## src/hw/rtl/comment_lane_allocator_defines.svh

```systemverilog
// assertion macros for the comment lane allocator rtl
`ifndef COMMENT_LANE_ALLOCATOR_DEFINES_SVH
`define COMMENT_LANE_ALLOCATOR_DEFINES_SVH

// same-cycle implication, checked on clk_i, off during reset
`define CLA_ASSERT_NOW(name, pre, post) \
  name: assert property (@(posedge clk_i) disable iff (!rst_ni) (pre) |-> (post)) \
    else $error("cla assertion failed");

// next-cycle implication, checked on clk_i, off during reset
`define CLA_ASSERT_NEXT(name, pre, post) \
  name: assert property (@(posedge clk_i) disable iff (!rst_ni) (pre) |=> (post)) \
    else $error("cla assertion failed");

`endif

```

## src/hw/rtl/cla_pkg.sv

```systemverilog
// types, constants and helpers of the comment lane allocator
package cla_pkg;

  localparam int MAX_LANES = 32;
  localparam int LANE_W    = (MAX_LANES > 1) ? $clog2(MAX_LANES) : 1;
  localparam int CNT_W     = $clog2(MAX_LANES + 1);

  localparam int TIME_W    = 32;
  localparam int LEN_W     = 12;
  localparam int SW_W      = 13;
  localparam int DUR_W     = 16;
  localparam int LCNT_W    = 6;
  localparam int LVL_W     = 4;
  localparam int MASK_W    = 4;
  localparam int OUT_LANE_W = 5;

  // divider geometry: numerator is width * duration, denominator width + length
  localparam int NUM_W     = SW_W + DUR_W;
  localparam int DEN_W     = SW_W + 1;
  localparam int QUO_W     = DUR_W;
  localparam int DCNT_W    = $clog2(NUM_W + 1);

  localparam int CFG_IDX_W = 3;
  localparam int CFG_W     = 16;
  localparam int IN_DATA_W  = 88;
  localparam int IN_USER_W  = 2;
  localparam int OUT_DATA_W = 8;
  localparam int OUT_USER_W = 3;

  // reset values of the configuration registers
  localparam logic [LCNT_W-1:0] RST_LANE_COUNT = LCNT_W'(20);
  localparam logic [SW_W-1:0]   RST_SCREEN_W   = SW_W'(1280);
  localparam logic [DUR_W-1:0]  RST_SCROLL_DUR = DUR_W'(12000);
  localparam logic [DUR_W-1:0]  RST_CENTER_DUR = DUR_W'(4000);
  localparam logic [LVL_W-1:0]  RST_MIN_LEVEL  = LVL_W'(0);
  localparam logic [MASK_W-1:0] RST_SHOW_MASK  = MASK_W'(15);

  // show mask bit positions
  localparam int MASK_TOP    = 0;
  localparam int MASK_BOTTOM = 1;
  localparam int MASK_SCROLL = 2;
  localparam int MASK_COLOUR = 3;

  typedef enum logic [1:0] {
    KIND_SCROLL  = 2'd0,
    KIND_BOTTOM  = 2'd1,
    KIND_TOP     = 2'd2,
    KIND_INVALID = 2'd3
  } cla_kind_e;

  typedef enum logic [2:0] {
    STS_PLACED  = 3'd0,
    STS_EXPIRED = 3'd1,
    STS_LEVEL   = 3'd2,
    STS_TYPE    = 3'd3,
    STS_COLOUR  = 3'd4,
    STS_INVALID = 3'd5,
    STS_NOLANE  = 3'd6
  } cla_status_e;

  typedef enum logic [2:0] {
    REG_LANE_COUNT = 3'd0,
    REG_SCREEN_W   = 3'd1,
    REG_SCROLL_DUR = 3'd2,
    REG_CENTER_DUR = 3'd3,
    REG_MIN_LEVEL  = 3'd4,
    REG_SHOW_MASK  = 3'd5
  } cla_reg_e;

  typedef enum logic [2:0] {
    S_IDLE,
    S_FILTER,
    S_DIV,
    S_TIMES,
    S_SCAN,
    S_DONE
  } cla_state_e;

  // controller to datapath
  typedef struct packed {
    logic        load;
    logic        div_start;
    logic        times_en;
    logic        scan_init;
    logic        scan_en;
    logic        mem_wr;
    logic        set_res;
    cla_status_e res_code;
    logic        out_load;
  } cla_cmd_t;

  // datapath to controller
  typedef struct packed {
    logic        filt_pass;
    cla_status_e filt_code;
    logic        is_center;
    logic        no_lanes;
    logic        div_done;
    logic        hit;
    logic        scan_end;
  } cla_sts_t;

  // time plus a duration, saturating at the top of the time range
  function automatic logic [TIME_W-1:0] sat_add(input logic [TIME_W-1:0] t,
                                                input logic [DUR_W-1:0] v);
    logic [TIME_W:0] s;
    s = {1'b0, t} + {{(TIME_W + 1 - DUR_W){1'b0}}, v};
    return s[TIME_W] ? {TIME_W{1'b1}} : s[TIME_W-1:0];
  endfunction

endpackage

```

## src/hw/rtl/cla_div.sv

```systemverilog
// restoring radix-2 divider, one quotient bit per cycle
module cla_div
  import cla_pkg::*;
(
  input  logic             clk_i,
  input  logic             rst_ni,
  input  logic             start_i,
  input  logic [NUM_W-1:0] numer_i,
  input  logic [DEN_W-1:0] denom_i,
  output logic             done_o,
  output logic [QUO_W-1:0] quot_o
);

  logic              busy_q, busy_d;
  logic [DCNT_W-1:0] cnt_q, cnt_d;
  logic [NUM_W-1:0]  num_q;
  logic [DEN_W-1:0]  rem_q;
  logic [DEN_W-1:0]  den_q;
  logic              den_zero_q;

  logic [DEN_W:0]    trial;
  logic [DEN_W:0]    diff;
  logic              ge;

  // trial subtract of the next numerator bit
  always_comb begin
    trial = {rem_q, num_q[NUM_W-1]};
    diff  = trial - {1'b0, den_q};
    ge    = (trial >= {1'b0, den_q});
  end

  // iteration control
  always_comb begin
    busy_d = busy_q;
    cnt_d  = cnt_q;
    if (start_i) begin
      busy_d = 1'b1;
      cnt_d  = DCNT_W'(NUM_W);
    end else if (busy_q) begin
      cnt_d = cnt_q - DCNT_W'(1);
      if (cnt_q == DCNT_W'(1)) begin
        busy_d = 1'b0;
      end
    end
  end

  always_ff @(posedge clk_i or negedge rst_ni) begin
    if (!rst_ni) begin
      busy_q <= 1'b0;
      cnt_q  <= '0;
    end else begin
      busy_q <= busy_d;
      cnt_q  <= cnt_d;
    end
  end

  // operand and partial remainder registers
  always_ff @(posedge clk_i) begin
    if (start_i) begin
      num_q      <= numer_i;
      rem_q      <= '0;
      den_q      <= denom_i;
      den_zero_q <= (denom_i == '0);
    end else if (busy_q) begin
      num_q <= {num_q[NUM_W-2:0], ge};
      rem_q <= ge ? diff[DEN_W-1:0] : trial[DEN_W-1:0];
    end
  end

  // quotient never exceeds the duration, so its low bits are the whole value
  assign done_o = !busy_q;
  assign quot_o = den_zero_q ? '0 : num_q[QUO_W-1:0];

endmodule

```

## src/hw/rtl/cla_datapath.sv

```systemverilog
// item registers, filters, lane time stores and lane scan of the allocator
module cla_datapath
  import cla_pkg::*;
(
  input  logic                  clk_i,
  input  logic                  rst_ni,
  // configuration writes
  input  logic                  cfg_valid_i,
  input  logic [CFG_IDX_W-1:0]  cfg_index_i,
  input  logic [CFG_W-1:0]      cfg_data_i,
  // input item payload
  input  logic [IN_DATA_W-1:0]  s_data_i,
  input  logic [IN_USER_W-1:0]  s_user_i,
  // result payload
  output logic [OUT_DATA_W-1:0] m_data_o,
  output logic [OUT_USER_W-1:0] m_user_o,
  // controller link
  input  cla_cmd_t              cmd_i,
  output cla_sts_t              sts_o
);

  // configuration registers
  logic [LCNT_W-1:0] lane_count_q;
  logic [SW_W-1:0]   screen_w_q;
  logic [DUR_W-1:0]  scroll_dur_q;
  logic [DUR_W-1:0]  center_dur_q;
  logic [LVL_W-1:0]  min_level_q;
  logic [MASK_W-1:0] show_mask_q;
  cla_reg_e          cfg_reg;

  assign cfg_reg = cla_reg_e'(cfg_index_i);

  always_ff @(posedge clk_i or negedge rst_ni) begin
    if (!rst_ni) begin
      lane_count_q <= RST_LANE_COUNT;
      screen_w_q   <= RST_SCREEN_W;
      scroll_dur_q <= RST_SCROLL_DUR;
      center_dur_q <= RST_CENTER_DUR;
      min_level_q  <= RST_MIN_LEVEL;
      show_mask_q  <= RST_SHOW_MASK;
    end else if (cfg_valid_i) begin
      unique case (cfg_reg)
        REG_LANE_COUNT: lane_count_q <= cfg_data_i[LCNT_W-1:0];
        REG_SCREEN_W:   screen_w_q   <= cfg_data_i[SW_W-1:0];
        REG_SCROLL_DUR: scroll_dur_q <= cfg_data_i[DUR_W-1:0];
        REG_CENTER_DUR: center_dur_q <= cfg_data_i[DUR_W-1:0];
        REG_MIN_LEVEL:  min_level_q  <= cfg_data_i[LVL_W-1:0];
        REG_SHOW_MASK:  show_mask_q  <= cfg_data_i[MASK_W-1:0];
        default: ;
      endcase
    end
  end

  // captured item
  logic [TIME_W-1:0] t_q;
  logic [TIME_W-1:0] play_q;
  cla_kind_e         kind_q;
  logic [LVL_W-1:0]  level_q;
  logic              white_q;
  logic [LEN_W-1:0]  len_q;

  always_ff @(posedge clk_i) begin
    if (cmd_i.load) begin
      t_q     <= s_data_i[31:0];
      play_q  <= s_data_i[63:32];
      level_q <= s_data_i[67:64];
      white_q <= s_data_i[68];
      len_q   <= s_data_i[80:69];
      kind_q  <= cla_kind_e'(s_user_i);
    end
  end

  // usable lane count, clamped to the store depth
  logic [CNT_W-1:0] lanes;
  always_comb begin
    if (int'(lane_count_q) > MAX_LANES) begin
      lanes = CNT_W'(MAX_LANES);
    end else begin
      lanes = CNT_W'(lane_count_q);
    end
  end

  // expiry and filter chain
  logic              is_center;
  logic [DUR_W-1:0]  life_dur;
  logic [TIME_W:0]   end_time;
  logic              type_ok;
  cla_status_e       filt_code;

  always_comb begin
    is_center = (kind_q == KIND_BOTTOM) || (kind_q == KIND_TOP);
    life_dur  = is_center ? center_dur_q : scroll_dur_q;
    end_time  = {1'b0, t_q} + {{(TIME_W + 1 - DUR_W){1'b0}}, life_dur};
    case (kind_q)
      KIND_BOTTOM: type_ok = show_mask_q[MASK_BOTTOM];
      KIND_TOP:    type_ok = show_mask_q[MASK_TOP];
      default:     type_ok = show_mask_q[MASK_SCROLL];
    endcase
    if (end_time < {1'b0, play_q}) begin
      filt_code = STS_EXPIRED;
    end else if (level_q < min_level_q) begin
      filt_code = STS_LEVEL;
    end else if (!type_ok) begin
      filt_code = STS_TYPE;
    end else if (!white_q && !show_mask_q[MASK_COLOUR]) begin
      filt_code = STS_COLOUR;
    end else if (kind_q == KIND_INVALID) begin
      filt_code = STS_INVALID;
    end else begin
      filt_code = STS_PLACED;
    end
  end

  // scroll timing: two divisions by width plus length, run side by side
  logic [LEN_W+DUR_W-1:0] prod_enter;
  logic [SW_W+DUR_W-1:0]  prod_left;
  logic [DEN_W-1:0]       denom;
  logic                   enter_done;
  logic                   left_done;
  logic [QUO_W-1:0]       enter_quot;
  logic [QUO_W-1:0]       left_quot;

  assign prod_enter = len_q * scroll_dur_q;
  assign prod_left  = screen_w_q * scroll_dur_q;
  assign denom      = DEN_W'(screen_w_q) + DEN_W'(len_q);

  cla_div u_div_enter (
    .clk_i   (clk_i),
    .rst_ni  (rst_ni),
    .start_i (cmd_i.div_start),
    .numer_i (NUM_W'(prod_enter)),
    .denom_i (denom),
    .done_o  (enter_done),
    .quot_o  (enter_quot)
  );

  cla_div u_div_left (
    .clk_i   (clk_i),
    .rst_ni  (rst_ni),
    .start_i (cmd_i.div_start),
    .numer_i (NUM_W'(prod_left)),
    .denom_i (denom),
    .done_o  (left_done),
    .quot_o  (left_quot)
  );

  // absolute scroll times
  logic [TIME_W-1:0] enter_t_q;
  logic [TIME_W-1:0] left_t_q;
  logic [TIME_W-1:0] exit_t_q;

  always_ff @(posedge clk_i) begin
    if (cmd_i.times_en) begin
      enter_t_q <= sat_add(t_q, enter_quot);
      left_t_q  <= sat_add(t_q, left_quot);
      exit_t_q  <= sat_add(t_q, scroll_dur_q);
    end
  end

  // lane scan: one read issued and one lane judged per cycle
  logic [CNT_W-1:0]  k_q;
  logic              pend_q;
  logic [LANE_W-1:0] pend_lane_q;
  logic              issue;
  logic [CNT_W-1:0]  lane_pos;
  logic [LANE_W-1:0] rd_addr;

  always_comb begin
    issue = cmd_i.scan_en && (k_q < lanes);
    if (kind_q == KIND_BOTTOM) begin
      lane_pos = lanes - CNT_W'(1) - k_q;
    end else begin
      lane_pos = k_q;
    end
    rd_addr = lane_pos[LANE_W-1:0];
  end

  always_ff @(posedge clk_i or negedge rst_ni) begin
    if (!rst_ni) begin
      k_q    <= '0;
      pend_q <= 1'b0;
    end else if (cmd_i.scan_init) begin
      k_q    <= '0;
      pend_q <= 1'b0;
    end else if (cmd_i.scan_en) begin
      pend_q <= issue;
      if (issue) begin
        k_q <= k_q + CNT_W'(1);
      end
    end
  end

  always_ff @(posedge clk_i) begin
    if (issue) begin
      pend_lane_q <= rd_addr;
    end
  end

  // lane time stores; an entry never written reads as zero
  logic [TIME_W-1:0]    center_mem [MAX_LANES];
  logic [TIME_W-1:0]    enter_mem  [MAX_LANES];
  logic [TIME_W-1:0]    exit_mem   [MAX_LANES];
  logic [MAX_LANES-1:0] c_valid_q;
  logic [MAX_LANES-1:0] s_valid_q;
  logic [TIME_W-1:0]    c_rd_q;
  logic [TIME_W-1:0]    e_rd_q;
  logic [TIME_W-1:0]    x_rd_q;
  logic                 c_vld_rd_q;
  logic                 s_vld_rd_q;
  logic                 wr_center;
  logic                 wr_scroll;

  assign wr_center = cmd_i.mem_wr && is_center;
  assign wr_scroll = cmd_i.mem_wr && !is_center;

  always_ff @(posedge clk_i) begin
    if (wr_center) begin
      center_mem[pend_lane_q] <= sat_add(t_q, center_dur_q);
    end
    if (wr_scroll) begin
      enter_mem[pend_lane_q] <= enter_t_q;
      exit_mem[pend_lane_q]  <= exit_t_q;
    end
    if (issue) begin
      c_rd_q     <= center_mem[rd_addr];
      e_rd_q     <= enter_mem[rd_addr];
      x_rd_q     <= exit_mem[rd_addr];
      c_vld_rd_q <= c_valid_q[rd_addr];
      s_vld_rd_q <= s_valid_q[rd_addr];
    end
  end

  always_ff @(posedge clk_i or negedge rst_ni) begin
    if (!rst_ni) begin
      c_valid_q <= '0;
      s_valid_q <= '0;
    end else begin
      if (wr_center) begin
        c_valid_q[pend_lane_q] <= 1'b1;
      end
      if (wr_scroll) begin
        s_valid_q[pend_lane_q] <= 1'b1;
      end
    end
  end

  // judge the lane whose times came back this cycle
  logic [TIME_W-1:0] c_val;
  logic [TIME_W-1:0] e_val;
  logic [TIME_W-1:0] x_val;
  logic              usable;

  always_comb begin
    c_val = c_vld_rd_q ? c_rd_q : '0;
    e_val = s_vld_rd_q ? e_rd_q : '0;
    x_val = s_vld_rd_q ? x_rd_q : '0;
    if (is_center) begin
      usable = (t_q >= c_val);
    end else begin
      usable = (t_q >= e_val) && (left_t_q >= x_val);
    end
  end

  // result and output registers
  cla_status_e           res_status_q;
  logic [OUT_LANE_W-1:0] res_lane_q;
  cla_status_e           out_status_q;
  logic [OUT_LANE_W-1:0] out_lane_q;

  always_ff @(posedge clk_i) begin
    if (cmd_i.set_res) begin
      res_status_q <= cmd_i.res_code;
      res_lane_q   <= (cmd_i.res_code == STS_PLACED) ? OUT_LANE_W'(pend_lane_q) : '0;
    end
    if (cmd_i.out_load) begin
      out_status_q <= res_status_q;
      out_lane_q   <= res_lane_q;
    end
  end

  assign m_data_o = {{(OUT_DATA_W - OUT_LANE_W){1'b0}}, out_lane_q};
  assign m_user_o = out_status_q;

  // status to the controller
  always_comb begin
    sts_o.filt_pass = (filt_code == STS_PLACED);
    sts_o.filt_code = filt_code;
    sts_o.is_center = is_center;
    sts_o.no_lanes  = (lanes == '0);
    sts_o.div_done  = enter_done && left_done;
    sts_o.hit       = pend_q && usable;
    sts_o.scan_end  = !pend_q && !(k_q < lanes);
  end

endmodule

```

## src/hw/rtl/cla_ctrl.sv

```systemverilog
// sequencer of the allocator: filter, divide, scan and result hand-off
`include "comment_lane_allocator_defines.svh"

module cla_ctrl
  import cla_pkg::*;
(
  input  logic     clk_i,
  input  logic     rst_ni,
  input  logic     s_tvalid_i,
  output logic     s_tready_o,
  output logic     m_tvalid_o,
  input  logic     m_tready_i,
  input  cla_sts_t sts_i,
  output cla_cmd_t cmd_o
);

  cla_state_e state_q, state_d;
  logic       out_valid_q, out_valid_d;
  logic       in_xfer;
  logic       out_free;

  assign in_xfer  = s_tvalid_i && (state_q == S_IDLE);
  assign out_free = !out_valid_q || m_tready_i;

  // next state
  always_comb begin
    state_d = state_q;
    unique case (state_q)
      S_IDLE: begin
        if (s_tvalid_i) begin
          state_d = S_FILTER;
        end
      end
      S_FILTER: begin
        if (!sts_i.filt_pass || sts_i.no_lanes) begin
          state_d = S_DONE;
        end else if (sts_i.is_center) begin
          state_d = S_SCAN;
        end else begin
          state_d = S_DIV;
        end
      end
      S_DIV: begin
        if (sts_i.div_done) begin
          state_d = S_TIMES;
        end
      end
      S_TIMES: begin
        state_d = S_SCAN;
      end
      S_SCAN: begin
        if (sts_i.hit || sts_i.scan_end) begin
          state_d = S_DONE;
        end
      end
      S_DONE: begin
        if (out_free) begin
          state_d = S_IDLE;
        end
      end
      default: state_d = S_IDLE;
    endcase
  end

  // commands
  always_comb begin
    cmd_o          = '0;
    cmd_o.res_code = STS_PLACED;
    unique case (state_q)
      S_IDLE: begin
        cmd_o.load = s_tvalid_i;
      end
      S_FILTER: begin
        if (!sts_i.filt_pass) begin
          cmd_o.set_res  = 1'b1;
          cmd_o.res_code = sts_i.filt_code;
        end else if (sts_i.no_lanes) begin
          cmd_o.set_res  = 1'b1;
          cmd_o.res_code = STS_NOLANE;
        end else if (sts_i.is_center) begin
          cmd_o.scan_init = 1'b1;
        end else begin
          cmd_o.div_start = 1'b1;
        end
      end
      S_DIV: ;
      S_TIMES: begin
        cmd_o.times_en  = 1'b1;
        cmd_o.scan_init = 1'b1;
      end
      S_SCAN: begin
        cmd_o.scan_en = 1'b1;
        if (sts_i.hit) begin
          cmd_o.mem_wr   = 1'b1;
          cmd_o.set_res  = 1'b1;
          cmd_o.res_code = STS_PLACED;
        end else if (sts_i.scan_end) begin
          cmd_o.set_res  = 1'b1;
          cmd_o.res_code = STS_NOLANE;
        end
      end
      S_DONE: begin
        cmd_o.out_load = out_free;
      end
      default: ;
    endcase
  end

  // output register occupancy
  always_comb begin
    out_valid_d = out_valid_q;
    if ((state_q == S_DONE) && out_free) begin
      out_valid_d = 1'b1;
    end else if (m_tready_i) begin
      out_valid_d = 1'b0;
    end
  end

  always_ff @(posedge clk_i or negedge rst_ni) begin
    if (!rst_ni) begin
      state_q     <= S_IDLE;
      out_valid_q <= 1'b0;
    end else begin
      state_q     <= state_d;
      out_valid_q <= out_valid_d;
    end
  end

  assign s_tready_o = (state_q == S_IDLE);
  assign m_tvalid_o = out_valid_q;

  // an accepted item is filtered in the very next cycle
  `CLA_ASSERT_NEXT(a_accept_to_filter, in_xfer, state_q == S_FILTER)
  // a found lane ends the scan at once
  `CLA_ASSERT_NEXT(a_hit_ends_scan, (state_q == S_SCAN) && sts_i.hit, state_q == S_DONE)
  // a finished result reaches the output register and frees the block
  `CLA_ASSERT_NEXT(a_done_hands_off, (state_q == S_DONE) && out_free,
                   out_valid_q && (state_q == S_IDLE))
  // no lane is written outside the scan
  `CLA_ASSERT_NOW(a_write_in_scan, cmd_o.mem_wr, state_q == S_SCAN)

endmodule

```

## src/hw/rtl/comment_lane_allocator.sv

```systemverilog
// top level of the comment lane allocator
// one item at a time; a filtered or expired comment passes from the filter to the result
// top and bottom comments scan the lanes until a free one is found or all are scanned
// scrolling comments first run the two parallel 29-step restoring dividers and then
// form their times before the scan; the next transfer follows the result into the output
// register; async reset clears control and configuration state and lane valid bits
module comment_lane_allocator
  import cla_pkg::*;
(
  input  logic                  clk_i,
  input  logic                  rst_ni,
  // fields: comment_time_ms[31:0], playback_ms[63:32], level[67:64],
  // plain_white[68], text_length[80:69], zero fill[87:81]
  input  logic [IN_DATA_W-1:0]  s_axis_tdata,
  // fields: kind[1:0]
  input  logic [IN_USER_W-1:0]  s_axis_tuser,
  input  logic                  s_axis_tvalid,
  output logic                  s_axis_tready,
  // fields: lane[4:0], zero fill[7:5]
  output logic [OUT_DATA_W-1:0] m_axis_tdata,
  // fields: status[2:0]
  output logic [OUT_USER_W-1:0] m_axis_tuser,
  output logic                  m_axis_tvalid,
  input  logic                  m_axis_tready,
  input  logic                  cfg_valid_i,
  output logic                  cfg_ready_o,
  input  logic [CFG_IDX_W-1:0]  cfg_index_i,
  input  logic [CFG_W-1:0]      cfg_data_i
);

  cla_cmd_t cmd;
  cla_sts_t sts;

  // configuration writes are taken in any cycle
  assign cfg_ready_o = 1'b1;

  cla_ctrl u_ctrl (
    .clk_i      (clk_i),
    .rst_ni     (rst_ni),
    .s_tvalid_i (s_axis_tvalid),
    .s_tready_o (s_axis_tready),
    .m_tvalid_o (m_axis_tvalid),
    .m_tready_i (m_axis_tready),
    .sts_i      (sts),
    .cmd_o      (cmd)
  );

  cla_datapath u_datapath (
    .clk_i       (clk_i),
    .rst_ni      (rst_ni),
    .cfg_valid_i (cfg_valid_i),
    .cfg_index_i (cfg_index_i),
    .cfg_data_i  (cfg_data_i),
    .s_data_i    (s_axis_tdata),
    .s_user_i    (s_axis_tuser),
    .m_data_o    (m_axis_tdata),
    .m_user_o    (m_axis_tuser),
    .cmd_i       (cmd),
    .sts_o       (sts)
  );

endmodule

```

## config.mk

```make
export PLATFORM = sky130hd
export DESIGN_NAME = comment_lane_allocator
export DESIGN_NICKNAME = d
export VERILOG_FILES = /design/src/hw/rtl/cla_pkg.sv /design/src/hw/rtl/cla_div.sv /design/src/hw/rtl/cla_datapath.sv /design/src/hw/rtl/cla_ctrl.sv /design/src/hw/rtl/comment_lane_allocator.sv
export VERILOG_INCLUDE_DIRS = /design/src /design/src/hw/rtl
export SDC_FILE = /design/constraint.sdc
export NUM_CORES = 2
export LEC_CHECK = 0
export BUFFER_PORTS_ARGS = -buffer_cell sky130_fd_sc_hd__buf_2
export CORE_ASPECT_RATIO = 0.9
export CORE_UTILIZATION = 30
export DETAILED_ROUTE_END_ITERATION = 8
export PLACE_DENSITY = 0.53
export SLEW_MARGIN = 10
export SYNTH_ARGS = -nofsm -noshare
export SYNTH_HDL_FRONTEND = slang
export SYNTH_SLANG_ARGS = --single-unit
```

## constraint.sdc

```tcl
create_clock -name clk_i -period 16.18 [get_ports clk_i]
set_input_delay 1.618 -clock clk_i [delete_from_list [all_inputs] [get_ports clk_i]]
set_output_delay 1.618 -clock clk_i [all_outputs]
set_load 0.05 [all_outputs]
```

==> results by group <==
Routing
  – DR DRC count: 0
  – Antenna Nets Post-Route: 0
  – DRT Wirelength: 500000 um
  – Post-DR wirelength/cell: 24.0 um
  – Vias: 107159
  – DRT iter0 DRCs: 11335
  – Vias per inst: 5.14
  – First-pass DRT Iterations: 6

Cells and area
  – Share of cells above drive strength 1: 8.28%
  – Area delta synth->final: 12.8%
  – Commonest non-fill, non-tap cells in the layout: nand2_1 (3848), edfxtp_1 (3442), nand3_1 (848)
  – NumNets Final: 14118
  – Multi-input gate area: 52100 um^2
  – Flip-flop and latch area: 108000 um^2
  – Commonest non-fill, non-tap cell in the layout: nand2_1
  – Fillers: 53435

Synth
  – Synth area leader: edfxtp_1
  – Seq/Total Area, Yosys: 65.6%
  – Avg Cell Area, Syn: 12.2 um^2
  – Most used DFF post-synth: edfxtp_1
  – Yosys reg bits: 3617
  – Synth top area share: 63.0%
  – Mapped Cells: 13397
  – Warnings from Yosys: 0
  – EDFF count, synth: 3442
  – Synth unique cells: 93
  – Post-synth ARST share: 4.04%
  – Synthesized cell area: 164000 um^2
  – Synth area leaders: edfxtp_1 (63%), nand2_1 (8.8%), a311oi_1 (3.7%)

Floorplanning
  – Initial Utilization: 30.1%
  – Site Rows: 257
  – Die Area: 550000 um^2
  – Die Height: 704 um
  – Core area: 544000 um^2
  – IO Pins: 128
  – Die W: 782 um

Outcome
  – Status: complete, no violations

Timing
  – Max-slew violations: 0
  – Worst-margin pin slew: 1.26 ns
  – Fin. Hold Viols: 0
  – Slew Limit Headroom: 15.3%
  – Unrepaired setup endpoints after global routing: false
  – Setup ws final: 8.52 ns
  – Clk_skew: 0.0793 ns
  – Post-route clock period utilization: 47.4%
  – Min cycle time layout: 7.66 ns
  – Final setup vio count: 0
  – Setup TNS: 0 ns
  – Fmax: 130 MHz
  – Final hold slack: 0.413 ns

Critical path
  – R2R Path Start: u_datapath.s_vld_rd_q$_DFFE_PP_
  – Critical path fanouts, max: 35
  – CP endpoint kind: register
  – Worst Setup SP: u_datapath.s_vld_rd_q$_DFFE_PP_
  – Data arrival time of the worst path: 8.27 ns
  – Crit path launch type: register
  – Worst reg-to-reg setup slack: 8.52 ns
  – Critical path class: reg2reg
  – CP required: 16.79 ns

Job
  – MaxCap Viol Count: 0

Clock tree
  – CTS root buf: clkbuf_16
  – Clk sink count: 3617
  – Post_cts resized: 0
  – Clk_lat worst skew: 0.99 ns
  – Post-CTS Hold Fix Bufs: 0
  – CTS Buf Count: 374
  – Clock-pin slew on the worst setup and hold paths: 0.07 ns
  – TritonCTS clock tree: built
  – Setup bufs post-CTS: 0
  – Clock Path Buffers: 4
  – H-tree lvl count: 5

Hold path
  – Hold_sp: u_datapath.res_lane_q[1]$_SDFFCE_PP0P_
  – Hold Crit Class: reg2reg

Global route
  – Vias in the first global route: 102163
  – Initial antenna violation count: 17
  – Total GRT Usage: 17.6%
  – Grt ovf: 0
  – First-pass GRT wire length: 723000 um
  – Largest net degree at the start of global routing: 146

Pwr
  – VDD IR max: 252 uV
  – Pwr Density: 204 nW/um^2
  – Pleak: 65.9 nW

Place
  – # port buffers: 116
  – RePlAce Congestion: 0.821
  – Setup WS pre-CTS: 8.65 ns
  – Hpwl dp: 271000 um
==> per-stage QoR <==
step	power, mW	util, %	area (um^2)	cells
finish	37.7	34.0	185000	20858
global route	40.2	34.0	185000	20851
CTS	37.9	34.0	185000	20850
detailed placement	29.3	31.8	173000	20170
global placement	29.4	31.8	173000	20170
floorplan	23.9	-	164000	13399
==> layout make-up <==
cell class / instances / share of cell area, %
sequential: 3617 / 58.2
inverter: 433 / 0.893
tap: 7252 / 4.90
multi-input combinational: 8490 / 28.1
clock inverter: 215 / 1.02
timing repair buffer: 378 / 1.54
antenna: 8 / 0.0108
clock buffer: 465 / 5.33
==> synthesized netlist by cell type (all sizes together), types with 109 or more instances <==
master and count:
a31oi 127, o21ai 174, ha 407, fa 303, clkbuf 711, nor2 213
nand2 3849, nand3 849, and2 149, edfxtp 3442, buf 148, o31ai 111
a311oi 700, dfrtp 125, inv 432, xnor2 109, a21oi 292, and3 420
==> worst max-delay path, stage by stage, from the launching register on <==
cell,delay (ns)
edfxtp_1,1.11
buf_4,0.54
nand2_1,0.10
ha_1,0.32
nand4_1,0.11
nor2_1,0.30
nand3_1,0.33
nor2_1,0.76
o31a_1,0.55
o22ai_1,0.23
nor4_2,0.32
nand3b_1,0.12
buf_4,0.29
nor2_4,0.76
buf_4,0.71
buf_4,0.62
==> where the power goes <==
part           internal (mW)  switching [mW]
sequential              11.2           0.416
clock                   4.72            3.72
combinational           6.05            11.6
total                   21.9            15.8
==> cell families (layout without fill, tap and decap cells) <==
family                   Yosys count  count (layout)  synth area share, %
AND/OR/NAND/NOR                 5787            5787                 15.3
flip-flops                      3617            3617                 65.6
AO/OA/AOI/OAI                   1708            1708                 7.65
buffers and inverters           1292            1491                 3.05
adder cells (fa/ha/maj)          710             710                 6.80
XOR/XNOR                         171             171                0.913
multiplexers                     110             110                0.735
other                              2              12              0.00458
==> routing by layer <==
| layer | vias to the layer above | wire length (um) | share of wire (%) | GRT usage, % |
|---|---|---|---|---|
| met3 | 612 | 36300 | 7.3 | 2.57 |
| met1 | 54529 | 227000 | 45 | 25.7 |
| li1 | 48291 | - | - | - |
| met2 | 3721 | 224000 | 45 | 27.5 |
| met5 | - | 37 | 0.0074 | 0 |
| met4 | 6 | 12400 | 2.5 | 4.28 |
==> flip-flops by register name, indices dropped and copies added (netlist names), 16 cells and up <==
name                          cells
u_datapath.center_mem          1024
u_datapath.enter_mem           1024
u_datapath.left_t_q              32
u_datapath.scroll_dur_q          16
u_datapath.c_rd_q                32
u_datapath.s_valid_q             32
u_datapath.x_rd_q                32
u_datapath.c_valid_q             32
u_datapath.center_dur_q          16
u_datapath.u_div_enter.num_q     29
u_datapath.exit_mem            1024
u_datapath.exit_t_q              32
u_datapath.u_div_left.num_q      29
u_datapath.e_rd_q                32
u_datapath.play_q                32
u_datapath.enter_t_q             32
u_datapath.t_q                   32
==> worst paths after layout <==
kind / cells after the start / end
min: 0 / u_datapath.out_lane_q[1]$_DFFE_PP_
min in group asynchronous: 1 / u_datapath.screen_w_q[12]$_DFFE_PN0P_
max in group asynchronous: 2 / u_datapath.c_valid_q[9]$_DFFE_PN0P_
max: 15 / u_datapath.enter_mem[29][23]$_DFFE_PP_
min reg2reg: 0 / u_datapath.out_lane_q[1]$_DFFE_PP_
max reg2reg: 15 / u_datapath.enter_mem[29][23]$_DFFE_PP_
(Power assumes the default switching activity.)
